## src/rtl/u8dec_pkg.sv

```systemverilog
// ----------------------------------------------------------------------------
// u8dec_pkg
// Shared types and byte-range constants for the UTF-8 stream decoder.
// ----------------------------------------------------------------------------
package u8dec_pkg;

    localparam int BYTE_W = 8;
    localparam int UNIT_W = 16;
    localparam int CNT_W  = 2;

    localparam logic [BYTE_W-1:0] ASCII_MAX   = 8'h7F;
    localparam logic [BYTE_W-1:0] LEAD2_MIN   = 8'hC0;
    localparam logic [BYTE_W-1:0] LEAD2_MAX   = 8'hDF;
    localparam logic [BYTE_W-1:0] LEAD3_MIN   = 8'hE0;
    localparam logic [BYTE_W-1:0] LEAD3_MAX   = 8'hEF;
    localparam logic [UNIT_W-1:0] CONT_OFFSET = 16'h0080;
    localparam logic [UNIT_W-1:0] SUBST_CHAR  = 16'h002A;

    localparam logic [CNT_W-1:0] PEND_NONE = 2'd0;
    localparam logic [CNT_W-1:0] PEND_ONE  = 2'd1;
    localparam logic [CNT_W-1:0] PEND_TWO  = 2'd2;
    localparam logic [CNT_W-1:0] PEND_BAD  = 2'd3;

    // one decoded result word
    typedef struct packed {
        logic              substituted;
        logic              end_of_string;
        logic [UNIT_W-1:0] code_unit;
    } res_t;

endpackage

```

## src/rtl/utf8_stream_decoder_core.sv

```systemverilog
// Output: a completed character's word is registered in the output or skid register.
// Throughput: one byte per cycle while s_tready is high; decoding is combinational.
// Input stalls only while both result registers are full: an output stall with a word
// arriving fills the second register, and s_tready stays low until the output moves.
// Reset: asynchronous, active low; clears the pending count, accumulator and result valids.
// ----------------------------------------------------------------------------
// utf8_stream_decoder_core
// Decodes a UTF-8 byte stream into 16-bit code units with end and substitution flags.
// ----------------------------------------------------------------------------
module utf8_stream_decoder_core
(
    input  logic        clk,
    input  logic        rst_n,
    input  logic        s_tvalid,
    output logic        s_tready,
    input  logic [7:0]  s_tdata,   // [7:0] byte_in
    output logic        m_tvalid,
    input  logic        m_tready,
    output logic [15:0] m_tdata,   // [15:0] code_unit
    output logic [1:0]  m_tuser    // [0] end_of_string, [1] substituted
);

    logic            fire;
    logic            res_valid;
    u8dec_pkg::res_t res;
    u8dec_pkg::res_t out_res;

    assign fire = s_tvalid && s_tready;

    u8dec_step u_step
    (
        .clk       (clk),
        .rst_n     (rst_n),
        .in_fire   (fire),
        .in_byte   (s_tdata),
        .res_valid (res_valid),
        .res       (res)
    );

    u8dec_skid u_skid
    (
        .clk       (clk),
        .rst_n     (rst_n),
        .in_valid  (res_valid),
        .in_ready  (s_tready),
        .in_data   (res),
        .out_valid (m_tvalid),
        .out_ready (m_tready),
        .out_data  (out_res)
    );

    assign m_tdata = out_res.code_unit;
    assign m_tuser = {out_res.substituted, out_res.end_of_string};

endmodule

```

## src/rtl/u8dec_step.sv

```systemverilog
// ----------------------------------------------------------------------------
// u8dec_step
// Decode state (pending count, accumulator) and the per-byte decode logic.
// ----------------------------------------------------------------------------
module u8dec_step
(
    input  logic                          clk,
    input  logic                          rst_n,
    input  logic                          in_fire,
    input  logic [u8dec_pkg::BYTE_W-1:0]  in_byte,
    output logic                          res_valid,
    output u8dec_pkg::res_t               res
);

    logic [u8dec_pkg::CNT_W-1:0]  pending_reg, pending_next;
    logic [u8dec_pkg::UNIT_W-1:0] acc_reg, acc_next;
    logic [u8dec_pkg::UNIT_W-1:0] acc_shift;

    assign acc_shift = {acc_reg[u8dec_pkg::UNIT_W-7:0], 6'b0}
                       + {8'b0, in_byte} - u8dec_pkg::CONT_OFFSET;

    always_comb
    begin
        pending_next          = pending_reg;
        acc_next              = acc_reg;
        res_valid             = 1'b0;
        res.code_unit         = acc_shift;
        res.end_of_string     = 1'b0;
        res.substituted       = 1'b0;
        if (pending_reg != u8dec_pkg::PEND_NONE)
        begin
            // continuation byte: taken unchecked
            acc_next     = acc_shift;
            pending_next = pending_reg - 2'd1;
            res_valid    = (pending_reg == u8dec_pkg::PEND_ONE);
        end
        else
        begin
            priority if (in_byte == 8'h00)
            begin
                res_valid         = 1'b1;
                res.code_unit     = '0;
                res.end_of_string = 1'b1;
            end
            else if (in_byte <= u8dec_pkg::ASCII_MAX)
            begin
                res_valid     = 1'b1;
                res.code_unit = {8'b0, in_byte};
            end
            else if (in_byte >= u8dec_pkg::LEAD2_MIN && in_byte <= u8dec_pkg::LEAD2_MAX)
            begin
                acc_next     = {11'b0, in_byte[4:0]};
                pending_next = u8dec_pkg::PEND_ONE;
            end
            else if (in_byte >= u8dec_pkg::LEAD3_MIN && in_byte <= u8dec_pkg::LEAD3_MAX)
            begin
                acc_next     = {12'b0, in_byte[3:0]};
                pending_next = u8dec_pkg::PEND_TWO;
            end
            else
            begin
                // stray continuation or four-plus byte lead
                res_valid       = 1'b1;
                res.code_unit   = u8dec_pkg::SUBST_CHAR;
                res.substituted = 1'b1;
            end
        end
        if (!in_fire)
        begin
            pending_next = pending_reg;
            acc_next     = acc_reg;
            res_valid    = 1'b0;
        end
    end

    always_ff @(posedge clk or negedge rst_n)
    begin
        if (!rst_n)
        begin
            pending_reg <= u8dec_pkg::PEND_NONE;
            acc_reg     <= '0;
        end
        else
        begin
            pending_reg <= pending_next;
            acc_reg     <= acc_next;
        end
    end

    a_pend_reach: assert property (@(posedge clk) disable iff (!rst_n)
        pending_reg != u8dec_pkg::PEND_BAD)
        else $error("pending count reached three");

    a_mid_silent: assert property (@(posedge clk) disable iff (!rst_n)
        (in_fire && pending_reg == u8dec_pkg::PEND_TWO) |-> !res_valid)
        else $error("result emitted mid sequence");

    a_flag_excl: assert property (@(posedge clk) disable iff (!rst_n)
        res_valid |-> !(res.substituted && res.end_of_string))
        else $error("substitution and end of string together");

endmodule

```

## src/rtl/u8dec_skid.sv

```systemverilog
// ----------------------------------------------------------------------------
// u8dec_skid
// Two-entry result register with registered ready toward the decoder.
// ----------------------------------------------------------------------------
module u8dec_skid
(
    input  logic            clk,
    input  logic            rst_n,
    input  logic            in_valid,
    output logic            in_ready,
    input  u8dec_pkg::res_t in_data,
    output logic            out_valid,
    input  logic            out_ready,
    output u8dec_pkg::res_t out_data
);

    logic            main_valid_reg, main_valid_next;
    logic            skid_valid_reg, skid_valid_next;
    u8dec_pkg::res_t main_reg, main_next;
    u8dec_pkg::res_t skid_reg, skid_next;
    logic            pop;

    assign in_ready  = !skid_valid_reg;
    assign out_valid = main_valid_reg;
    assign out_data  = main_reg;
    assign pop       = main_valid_reg && out_ready;

    always_comb
    begin
        main_valid_next = main_valid_reg;
        skid_valid_next = skid_valid_reg;
        main_next       = main_reg;
        skid_next       = skid_reg;
        if (pop)
        begin
            // advance the skid word, or the incoming word, into the output slot
            main_valid_next = skid_valid_reg || in_valid;
            main_next       = skid_valid_reg ? skid_reg : in_data;
            skid_valid_next = skid_valid_reg && in_valid;
            skid_next       = in_data;
        end
        else if (in_valid)
        begin
            if (!main_valid_reg)
            begin
                main_valid_next = 1'b1;
                main_next       = in_data;
            end
            else
            begin
                // hold the word aside while the output stalls
                skid_valid_next = 1'b1;
                skid_next       = in_data;
            end
        end
    end

    always_ff @(posedge clk or negedge rst_n)
    begin
        if (!rst_n)
        begin
            main_valid_reg <= 1'b0;
            skid_valid_reg <= 1'b0;
        end
        else
        begin
            main_valid_reg <= main_valid_next;
            skid_valid_reg <= skid_valid_next;
        end
    end

    always_ff @(posedge clk)
    begin
        main_reg <= main_next;
        skid_reg <= skid_next;
    end

    a_skid_main: assert property (@(posedge clk) disable iff (!rst_n)
        skid_valid_reg |-> main_valid_reg)
        else $error("skid word without output word");

    a_skid_fill: assert property (@(posedge clk) disable iff (!rst_n)
        $rose(skid_valid_reg) |-> $past(main_valid_reg && !out_ready))
        else $error("skid filled without a stall");

    a_no_drop: assert property (@(posedge clk) disable iff (!rst_n)
        (in_valid && skid_valid_reg) |-> 1'b0)
        else $error("word offered while full");

endmodule

```

## config.mk

```make
export PLATFORM = sky130hd
export DESIGN_NAME = utf8_stream_decoder_core
export DESIGN_NICKNAME = d
export VERILOG_FILES = /design/src/rtl/u8dec_pkg.sv /design/src/rtl/utf8_stream_decoder_core.sv /design/src/rtl/u8dec_step.sv /design/src/rtl/u8dec_skid.sv
export SDC_FILE = /design/constraint.sdc
export NUM_CORES = 1
export LEC_CHECK = 0
export BUFFER_PORTS_ARGS = -buffer_cell sky130_fd_sc_hd__buf_2
export CORE_MARGIN = 2
export CORE_UTILIZATION = 52
export DETAILED_ROUTE_END_ITERATION = 12
export PLACE_DENSITY_LB_ADDON = 0.25
export SLEW_MARGIN = 20
export SYNTH_ARGS = -nofsm -noshare
export SYNTH_HDL_FRONTEND = slang
export SYNTH_HIERARCHICAL = 1
export SYNTH_SLANG_ARGS = --single-unit
```

## constraint.sdc

```tcl
create_clock -name clk -period 3 [get_ports clk]
set_input_delay 0 -clock clk [delete_from_list [all_inputs] [get_ports clk]]
set_output_delay 0 -clock clk [all_outputs]
set_load 0.05 [all_outputs]
```

**Word level (Yosys, flattened, before mapping)**

Cells that the tools add are included.

- Input bits: 12
- Output and inout port bits: 20
- Flip-flop bits (word level): 50
- Logic and storage cells: 73

- Order comparisons: 5
- Reductions and logical operators: 15
- Mux-type cells: 36
- $add $sub $neg: 3
- Equality and inequality tests: 4

Operators with widths:

| kind | count |
|---|---|
| 18-bit 2-to-1 mux | 8 |
| 16-bit 2-to-1 mux | 4 |
| 10-bit 2-to-1 mux | 5 |
| 16-bit by 8-bit adder with 16-bit output | 1 |
| 8-bit greater-or-equal comparator, second input constant | 2 |
| 8-bit less-or-equal comparator, second input constant | 2 |
| 16-bit by 8-bit subtractor with 16-bit output, second input constant | 1 |
| 1-bit 2-to-1 mux | 14 |
| 2-bit 2-to-1 mux | 5 |
| 8-bit by 7-bit less-or-equal comparator with 1-bit output, second input constant | 1 |
| 8-bit logical NOT | 1 |
| 2-bit nonzero test | 3 |
| 1-bit logical AND | 5 |
| 2-bit by 1-bit inequality test with 1-bit output, second input constant | 2 |
| 2-bit AND reduction | 2 |
| 4-bit AND reduction | 1 |
| 3-bit nonzero test | 1 |
| 2-bit by 1-bit equality test with 1-bit output, second input constant | 1 |
| 2-bit inequality test, second input constant | 1 |
| 2-bit by 1-bit subtractor with 2-bit output, second input constant | 1 |
| 1-bit logical NOT | 1 |
| 1-bit logical OR | 1 |

**Depth between registers and ports, before layout**

Gate-level depths: netlist of run 1.

- Word-level depth: 10
- Depth in mapped cells: 11
- Depth with buffers taken out: 10

**Hierarchy**

Netlist of run 1, hierarchy kept.

By module, submodules not included:

| module | times used | cells an instance | area each (um^2) | sequential area each (um^2) |
|---|---|---|---|---|
| u8dec_skid | 1 | 69 | 1450.1 | 1131.1 |
| u8dec_step | 1 | 125 | 1144.8 | 300.3 |
| utf8_stream_decoder_core | 1 | 1 | 6.3 | 0.0 |

**Least setup slack after synthesis of run 1**

No wires, ideal clock.

- Path type: register to register
- Start: register u_skid.skid_valid_reg
- End: register u_skid.main_reg, in the netlist u_skid/out_data[0] (enable)
- Setup time: 418 ps
- Setup slack: -294 ps
- Required time: 2582 ps
- Buffers on the path: 1
- Data arrival time: 2876 ps
- Period minus slack after synthesis: 3294 ps
- Stages on the path, launching flop included: 7
- Cells stage by stage: dfrtp_1 inv_1 and2_1 clkbuf_2 nor3b_1 inv_1 o21ai_0

- Cells in the longest elaborated chain, start to end: 5

Ends and longest elaborated chain:

| what | line | RTL |
|---|---|---|
| start: declaration | u8dec_skid.sv:18 | `logic skid_valid_reg, skid_valid_next;` |
| start signal: assignment | u8dec_skid.sv:68 | `skid_valid_reg <= skid_valid_next;` |
| 1-bit logical NOT | u8dec_skid.sv:23 | `assign in_ready = !skid_valid_reg;` |
| via s_tready | utf8_stream_decoder_core.sv:15 | `output logic s_tready,` |
| 1-bit logical AND | utf8_stream_decoder_core.sv:28 | `assign fire = s_tvalid && s_tready;` |
| via fire | utf8_stream_decoder_core.sv:23 | `logic fire;` |
| 1-bit 2-to-1 mux | u8dec_step.sv:68 | `if (!in_fire)` |
| via res_valid | utf8_stream_decoder_core.sv:24 | `logic res_valid;` |
| 2-bit nonzero test (no line) | - |  |
| 2-bit AND reduction (no line) | - |  |
| end signal: assignment | u8dec_skid.sv:74 | `main_reg <= main_next;` |
| end: declaration | u8dec_skid.sv:19 | `u8dec_pkg::res_t main_reg, main_next;` |

The timed path passes the listed nets, and every way through them passes these cells.
A chain may end at the register's enable or synchronous reset.

==> results of run 1 <==
how the worst max path moves through the flow:
| stage | startpoint | endpoint | slack, ns |
|---|---|---|---|
| after floorplan | u_skid/skid_valid_reg | u_skid/out_data[0] | 0.19 |
| after global placement | u_step/acc_reg[1] | u_skid/out_data[15] | 0.64 |
| after detailed placement | u_step/acc_reg[1] | u_skid/out_data[15] | 0.59 |
| after CTS | u_step/acc_reg[1] | u_skid/out_data[15] | 0.55 |
| after global routing | u_step/acc_reg[1] | u_skid/out_data[15] | 0.44 |
| final | u_step/acc_reg[1] | u_skid/out_data[15] | 0.57 |
critical path, stage by stage (launching register included):
cell and delay (ns):
dfrtp_1 0.36, inv_1 0.05, ha_1 0.26, inv_1 0.04
ha_1 0.22, fa_1 0.41, nand3_1 0.11, nand2_1 0.10
a221oi_2 0.25, mux2i_1 0.13, mux2_4 0.26
routing by layer:
| layer | GRT usage [%] | vias up |
|---|---|---|
| met1 | 25.3 | 750 |
| met2 | 27.6 | 38 |
| met4 | 7.14 | 0 |
| met3 | 3.61 | 8 |
| met5 | 0 | - |
| li1 | - | 788 |
timing repair:
item,4_1_cts,5_1_grt
hold buffers,6,0
hold endpoints to repair,19,0
setup endpoints to repair,0,0
final cells by class:
cell class	count	area [sq um]
clock buffer	5	68.8
timing repair buffer	39	230
sequential	50	1430
tap	67	83.8
fill	362	1790
inverter	16	60.1
clock inverter	3	43.8
multi-input combinational	125	1080
per-stage QoR:
stage | util, % | worst slack, ns | total power (uW) | area, sq um
after global routing | 62.6 | 0.437 | 3670 | 3000
after global placement | 59.0 | 0.643 | 2930 | 2820
final | 62.6 | 0.569 | 3440 | 3000
after detailed placement | 59.0 | 0.593 | 2960 | 2820
after floorplan | - | 0.194 | 2630 | 2600
after CTS | 62.6 | 0.555 | 3450 | 3000
kinds of logic after synthesis:
group           after synthesis  synth area share (%)
compound gates               36                  10.9
xor+xnor                      3                  1.01
fa+ha+maj                    11                  5.58
buf+inv                      20                  3.56
flops                        50                  55.0
mux                          25                  12.7
simple gates                 50                  11.3
cell usage after synthesis, types with 2 or more instances:
cell type	count
mux2_2	8
nand2b_1	7
mux2_4	14
edfxtp_1	36
a21oi_1	6
mux2i_1	3
nor3_1	3
and2_2	3
xnor2_1	2
a211oi_1	2
nor2_1	8
a21o_1	6
nor3b_1	2
inv_1	16
dfrtp_1	14
o21ai_0	7
buf_6	2
nand2_1	14
a22o_2	5
and2_1	4
clkbuf_2	2
ha_1	10
o21a_1	3
nor4_1	2
where the power goes:
| group | internal [uW] | switching, uW | leakage [uW] | total [uW] |
|---|---|---|---|---|
| registers | 1090 | 120 | 0.000528 | 1210 |
| logic | 718 | 1030 | 0.000737 | 1750 |
| clock network | 250 | 233 | 0.0000585 | 483 |
==> impl_metrics.json, run 1 <==
{
  "status": "finished, final reports clean",
  "tightestPinTransition_ns": 0.377,
  "leakagePower_uw": 0.00132,
  "hp-start": "s_tdata[5]",
  "layout.nets": 260,
  "gp_congestion": 0.802,
  "die_area_sq_um": 5580,
  "cts_buffers": 5,
  "synthFlopType": "edfxtp_1",
  "grt_pass1_vias": 1523,
  "syn_nets": 218,
  "max_freq_mhz": 411,
  "antenna_left": 0,
  "ys_types": 40,
  "cp.required_ns": 3.06,
  "ios": 32,
  "timing.rr.end": "u_skid/out_data[15]",
  "drc_errors": 0,
  "async_flop_share_pct": 28.0,
  "layout_common_cells": "edfxtp_1, buf_2, inv_1",
  "slew_headroom_pct": 74.9,
  "maxCapViolations": 0,
  "period_minus_slack_ns": 2.43,
  "ff2ff_setup_slack_ns": 0.57,
  "place_inst": 291,
  "cts_buffer_depth": 2,
  "stdcell_count": 305,
  "die_w_microns": 74.7,
  "wl_per_cell_microns": 14.7,
  "crit_fanout": 3,
  "initial_core_util_pct": 54.4,
  "hold_viol_final": 0,
  "rsz0062_at_grt": "no",
  "drive_above_1_share_pct": 32.4,
  "routed.top_layer": "met4",
  "drt-pass1-iter-count": 4,
  "worstRegToRegCells": 10,
  "area_growth_syn_to_layout_pct": 15.2,
  "grtUsageTotal_pct": 18.0,
  "synth_edf_count": 36,
  "via_count": 1584,
  "num_rows": 25,
  "critPathArrivalTime_ns": 2.50,
  "clk_pin_slew_ns": 0.10,
  "syn_area_per_cell_sq_um": 13.3,
  "cp-end-kind": "flop",
  "core_area_sq_um": 4790,
  "critPathKind": "flop to flop",
  "synthCells": 195,
  "n_antenna_cell": 0,
  "final_common_cell": "edfxtp_1",
  "ys_ff_latch": 50,
  "hold-path-cell-count": 2,
  "synth_area_leaders": "edfxtp_1, dfrtp_1, mux2_4",
  "hold_class": "input pin to flop",
  "wl_met3_microns": 169,
  "avgViaCountPerCell": 5.19,
  "grt_max_degree": 19,
  "cts_sinks": 50,
  "hold_ws_ns": 0.00990,
  "dp_hpwl_mm": 3.20,
  "cts_resized": 0,
  "period_share_pct": 81.0,
  "route.met2.wl_mm": 2.07,
  "start_kind": "flop",
  "synth_warnings": 6,
  "power_density_nw_per_um2": 1150,
  "cts-root-buf": "clkbuf_8",
  "drtIter0Drc": 92,
  "synth_top_area_share_pct": 41.6,
  "wl_mm": 4.48,
  "clock_skew_ns": 0.0129,
  "yosysTopAreaCell": "edfxtp_1",
  "syn_area_sq_um": 2600,
  "wl_met1_mm": 2.16,
  "fp.dieH_microns": 74.7,
  "cts_setup_buffers": 0,
  "grt_pass1_wl_mm": 7.43,
  "ir_drop_uv": 426,
  "grt_overflow": 0,
  "final.setup.tns_ns": 0,
  "finalSetupViolCount": 0,
  "holdPathEnd": "u_step/acc_reg[5]",
  "antenna_found_initial": 0,
  "r2r-start": "u_step/acc_reg[1]",
  "h-tree-depth": 2,
  "numPortBuffers": 31,
  "cts_tree": "built",
  "drv_slew": 0,
  "seq_area_frac_synth_pct": 55.0,
  "clkLatencyLatePin_ns": 0.31
}
(Power assumes the default switching activity.)
==> run 2: changes to the inputs <==
CORE_UTILIZATION = 57   (was 52)
clock period = 2.4 ns   (was 3 ns; I/O delays follow)
==> impl_metrics.json, run 2 (synthesized netlist as in run 1, its figures left out) <==
{
  "tightestPinTransition_ns": 0.380,
  "area_growth_syn_to_layout_pct": 16.2,
  "ios": 32,
  "die_area_sq_um": 5120,
  "drive_above_1_share_pct": 35.4,
  "clock_skew_ns": 0.00622,
  "power_frac_seq_pct": 35.1,
  "period_minus_slack_ns": 2.35,
  "slew_headroom_pct": 74.6,
  "initial_core_util_pct": 59.3,
  "status": "finished, final reports clean",
  "cp_cell_sequence": "inv_1, ha_1, inv_1, ha_2, fa_2, nand3_2, nand2_2, a221oi_2, mux2i_1, mux2_4",
  "grt_overflow": 0,
  "switching_share_pct": 40.8,
  "p_int_uw": 2560,
  "layout_common_cells": "edfxtp_1, buf_2, inv_1, mux2_4, dfrtp_1",
  "grt_pass1_wl_mm": 7.55,
  "critPathKind": "flop to flop",
  "crit_fanout": 3,
  "h-tree-depth": 2,
  "wl_per_cell_microns": 15.4,
  "pwr-share-clk_pct": 11.6,
  "grt_max_degree": 19,
  "drc_errors": 0,
  "die_w_microns": 71.6,
  "numPortBuffers": 31,
  "cts_tree": "built",
  "cts_sinks": 50,
  "start_kind": "flop",
  "final_common_cell": "edfxtp_1",
  "avgViaCountPerCell": 5.58,
  "drv_slew": 0,
  "clk_pin_slew_ns": 0.09,
  "period_share_pct": 98.1,
  "clkLatencyLatePin_ns": 0.30,
  "cp.required_ns": 2.46,
  "antenna_left": 0,
  "grt_pass1_vias": 1553,
  "core_area_sq_um": 4380,
  "hold_viol_final": 0,
  "cts_buffer_depth": 2,
  "leakagePower_uw": 0.00133,
  "drtIter0Drc": 63,
  "fp.dieH_microns": 71.6,
  "final.setup.tns_ns": 0,
  "layout.nets": 262,
  "maxCapViolations": 0,
  "grtUsageTotal_pct": 19.4,
  "num_rows": 24,
  "cp-end-kind": "flop",
  "power_density_nw_per_um2": 1430,
  "setup_ws_ns": 0.0464,
  "r2r-start": "u_step/acc_reg[1]",
  "pre_cts_ws_ns": -0.0209,
  "via_count": 1628,
  "critPathArrivalTime_ns": 2.41,
  "ir_drop_uv": 586,
  "power_uw": 4320,
  "post-route-util_pct": 68.9,
  "dp_hpwl_mm": 3.17,
  "critPathLaunch": "u_step/acc_reg[1]",
  "n_antenna_cell": 0,
  "cpPeakStageDelay_ns": 0.38,
  "max_freq_mhz": 425,
  "gp_congestion": 0.834,
  "fillCellCount": 320,
  "pwr-share-comb_pct": 53.3,
  "cts-root-buf": "clkbuf_8",
  "hp-start": "s_tdata[5]",
  "p_sw_uw": 1760,
  "hold_class": "input pin to flop",
  "drt-pass1-iter-count": 4,
  "antenna_found_initial": 0,
  "finalSetupViolCount": 0,
  "cp_slowest_cell": "fa_2",
  "cts_buffers": 5,
  "crit_path_frequent_cell": "inv_1",
  "wl_mm": 4.48
}
run 2: cell type report:
| cell class | count | area [sq um] | share of cell area (%) |
|---|---|---|---|
| flip-flops and latches | 50 | 1430 | 47.4 |
| multi-input cells | 125 | 1110 | 36.8 |
| repair buffers | 41 | 258 | 8.53 |
| clock buffers | 6 | 82.6 | 2.73 |
| well taps | 52 | 65.1 | 2.15 |
| inverters | 16 | 60.1 | 1.99 |
| clock inverters | 2 | 12.5 | 0.414 |
run 2: path summary, 6_finish.rpt:
kind                            slack [ns]               endpoint  depth (start not counted)
worst max-delay path                  0.05    u_skid/out_data[15]                         10
worst min-delay path                  0.03      u_step/acc_reg[5]                          2
worst max register to register        0.05    u_skid/out_data[15]                         10
worst min register to register        0.52      u_step/acc_reg[9]                          1
max in group asynchronous             2.03      u_step/acc_reg[2]                          2
min in group asynchronous             0.13  u_skid/skid_valid_reg                          2
run 2: per-layer routing:
metal / vias up / wire [microns] / track usage [%]
met1: 786 / 2190 / 28.1
met3: 7 / 192 / 4.08
met5: - / 0 / 0
met2: 35 / 2030 / 28.9
met4: 0 / 72 / 7.55
li1: 800 / - / -
run 2: timing repair:
action | 4_1_cts | 5_1_grt
endpoints found under the setup margin | 1 | 2
resized for setup | 3 | 3
setup buffers | 0 | 1
pin swaps | 1 | 2
hold buffers | 6 | 0
endpoints found under the hold margin | 19 | 0
run 2: power groups by stage:
stage / combinational, uW / sequential (uW) / clock (uW)
floorplan: 1370 / 1920 / 0
global placement: 2150 / 1520 / 0
detailed placement: 2200 / 1530 / 0
CTS: 2240 / 1520 / 518
global route: 2500 / 1550 / 551
finish: 2300 / 1510 / 500
run 2: critical path, delay by kind of cell (launching register included):
kind | cells | cell delay [ns]
compound gates | 1 | 0.25
buf+inv | 2 | 0.10
mux | 2 | 0.39
flops | 1 | 0.36
fa+ha+maj | 3 | 0.85
simple gates | 2 | 0.17
run 2: through the flow:
stage	cell area [sq um]	hold slack, ns	std cells
floorplan	2610	-0.296	195
global placement	2840	-0.0873	277
detailed placement	2840	-0.0844	277
CTS	3000	0.0239	291
global route	3020	0.0332	292
finish	3020	0.0321	292
==> run 3: changes to the inputs <==
CORE_UTILIZATION = 52   (was 57)
clock period = 2 ns   (was 2.4 ns; I/O delays follow)
==> impl_metrics.json, run 3 (synthesized netlist as in run 1, its figures left out) <==
{
  "status": "complete, but fails checks",
  "violations": "setup timing",
  "n_antenna_cell": 0,
  "regArea_sq_um": 1430,
  "grt_pass1_wl_mm": 8.21,
  "drc_errors": 0,
  "drt-pass1-iter-count": 4,
  "grt_pass1_vias": 1650,
  "via_count": 1749,
  "period_share_pct": 113,
  "cp.required_ns": 2.07,
  "drive_above_1_share_pct": 49.2,
  "hp-start": "s_tdata[5]",
  "core_area_sq_um": 4790,
  "layout.nets": 286,
  "r2r-start": "u_step/acc_reg[1]",
  "clock_skew_ns": 0.00789,
  "power_uw": 6240,
  "crit_fanout": 3,
  "antenna_left": 0,
  "period_minus_slack_ns": 2.27,
  "worstRegToRegCells": 10,
  "cts_buffers": 5,
  "initial_core_util_pct": 54.4,
  "cts-root-buf": "clkbuf_8",
  "wl_mm": 5.46,
  "critPathKind": "flop to flop",
  "timing.rr.end": "u_skid/out_data[9]",
  "holdPathEnd": "u_step/acc_reg[5]",
  "avgViaCountPerCell": 5.28,
  "cp-end-kind": "flop",
  "grt_overflow": 0,
  "antenna_found_initial": 0,
  "critPathArrivalTime_ns": 2.34,
  "ff2ff_setup_slack_ns": -0.27,
  "cts_buffer_depth": 2,
  "cts_tree": "built",
  "max_freq_mhz": 441,
  "ios": 32,
  "multi_input_area_sq_um": 1220,
  "clkLatencyLatePin_ns": 0.32,
  "wl_per_cell_microns": 16.5,
  "hold_class": "input pin to flop",
  "layout_common_cells": "edfxtp_1, buf_2, buf_4, mux2_4",
  "leakagePower_uw": 0.00147,
  "grtUsageTotal_pct": 20.5,
  "hold_viol_final": 0,
  "start_kind": "flop",
  "dp_hpwl_mm": 3.67,
  "hold-path-cell-count": 2,
  "fp.dieH_microns": 74.7,
  "final_common_cell": "edfxtp_1",
  "drv_slew": 0,
  "area_growth_syn_to_layout_pct": 29.0,
  "fillCellCount": 320,
  "drtIter0Drc": 176,
  "tightestPinTransition_ns": 0.424,
  "clk_pin_slew_ns": 0.10,
  "post-route-util_pct": 70.1,
  "cts_sinks": 50,
  "slew_headroom_pct": 71.5,
  "rsz0062_at_grt": "yes",
  "grt_max_degree": 19,
  "die_w_microns": 74.7,
  "finalSetupViolCount": 11,
  "gp_congestion": 0.797,
  "die_area_sq_um": 5580,
  "setup_ws_ns": -0.265,
  "h-tree-depth": 2,
  "num_rows": 25,
  "maxCapViolations": 0,
  "ir_drop_uv": 816,
  "power_density_nw_per_um2": 1860,
  "numPortBuffers": 31
}
[run 3: changes by cell type in the layout (fill, tap and decap cells not counted), moves of 3 or more]
cell,previous run,this run
nor2_1,8,5
buf_4,3,26
inv_2,0,3
inv_1,16,11
ha_4,0,3
nor2_2,0,3
[run 3: worst max path at each step]
stage | start | slack [ns] | endpoint
after floorplan | u_step/acc_reg[1] | -0.22 | u_skid/out_data[15]
after global routing | u_step/acc_reg[1] | -0.33 | u_skid/out_data[15]
after detailed placement | u_step/acc_reg[1] | -0.36 | u_skid/out_data[14]
after global placement | u_step/acc_reg[1] | -0.26 | u_skid/out_data[15]
final | u_step/acc_reg[1] | -0.27 | u_skid/out_data[9]
after CTS | u_step/acc_reg[1] | -0.25 | u_skid/out_data[15]
[run 3: final cells by class]
| cell class | count | share of cell area (%) |
|---|---|---|
| clock buffers | 5 | 2.05 |
| clock inverters | 3 | 0.858 |
| inverters | 16 | 1.98 |
| multi-input cells | 125 | 36.5 |
| flip-flops and latches | 50 | 42.7 |
| well taps | 67 | 2.50 |
| repair buffers | 65 | 13.4 |
[run 3: layer usage]
metal	GRT usage (%)	vias to the layer above	wire length, microns
met5	0	-	0
met4	9.33	0	121
met3	4.15	12	222
met2	33.7	47	2680
met1	26.4	843	2430
li1	-	847	-
[run 3: timing repair]
| action | CTS | global route |
|---|---|---|
| hold buffers | 6 | 0 |
| endpoints found under the hold margin | 19 | 0 |
| setup endpoints to repair | 15 | 11 |
| resized for setup | 15 | 6 |
| pin swaps | 10 | 3 |
| buffers inserted | 2 | 5 |
[run 3: through the flow]
| stage | area (sq um) | worst slack (ns) | cells | TNS [ns] | hold slack, ns |
|---|---|---|---|---|---|
| 2_1_floorplan | 2660 | -0.217 | 195 | -0.461 | -0.296 |
| 3_3_place_gp | 3040 | -0.260 | 310 | -1.25 | -0.0864 |
| 3_5_place_dp | 3040 | -0.365 | 310 | -2.20 | -0.0888 |
| 4_1_cts | 3300 | -0.253 | 326 | -1.10 | 0.00216 |
| 5_1_grt | 3360 | -0.334 | 331 | -2.53 | 0.0178 |
| 6_report | 3360 | -0.265 | 331 | -1.69 | 0.0102 |
[run 3: worst max-delay path: stages, from the launching register on]
cell and delay, ns:
dfrtp_1 0.37, inv_2 0.05, ha_4 0.26, inv_2 0.04, ha_4 0.17, fa_2 0.36
buf_4 0.15, buf_4 0.14, xnor2_4 0.17, nor2_2 0.06, mux2_4 0.25
[run 3: where the power goes]
group	switching, uW	internal [uW]
Clock	377	262
Sequential	195	1640
Combinational	1980	1790
Total	2550	3690
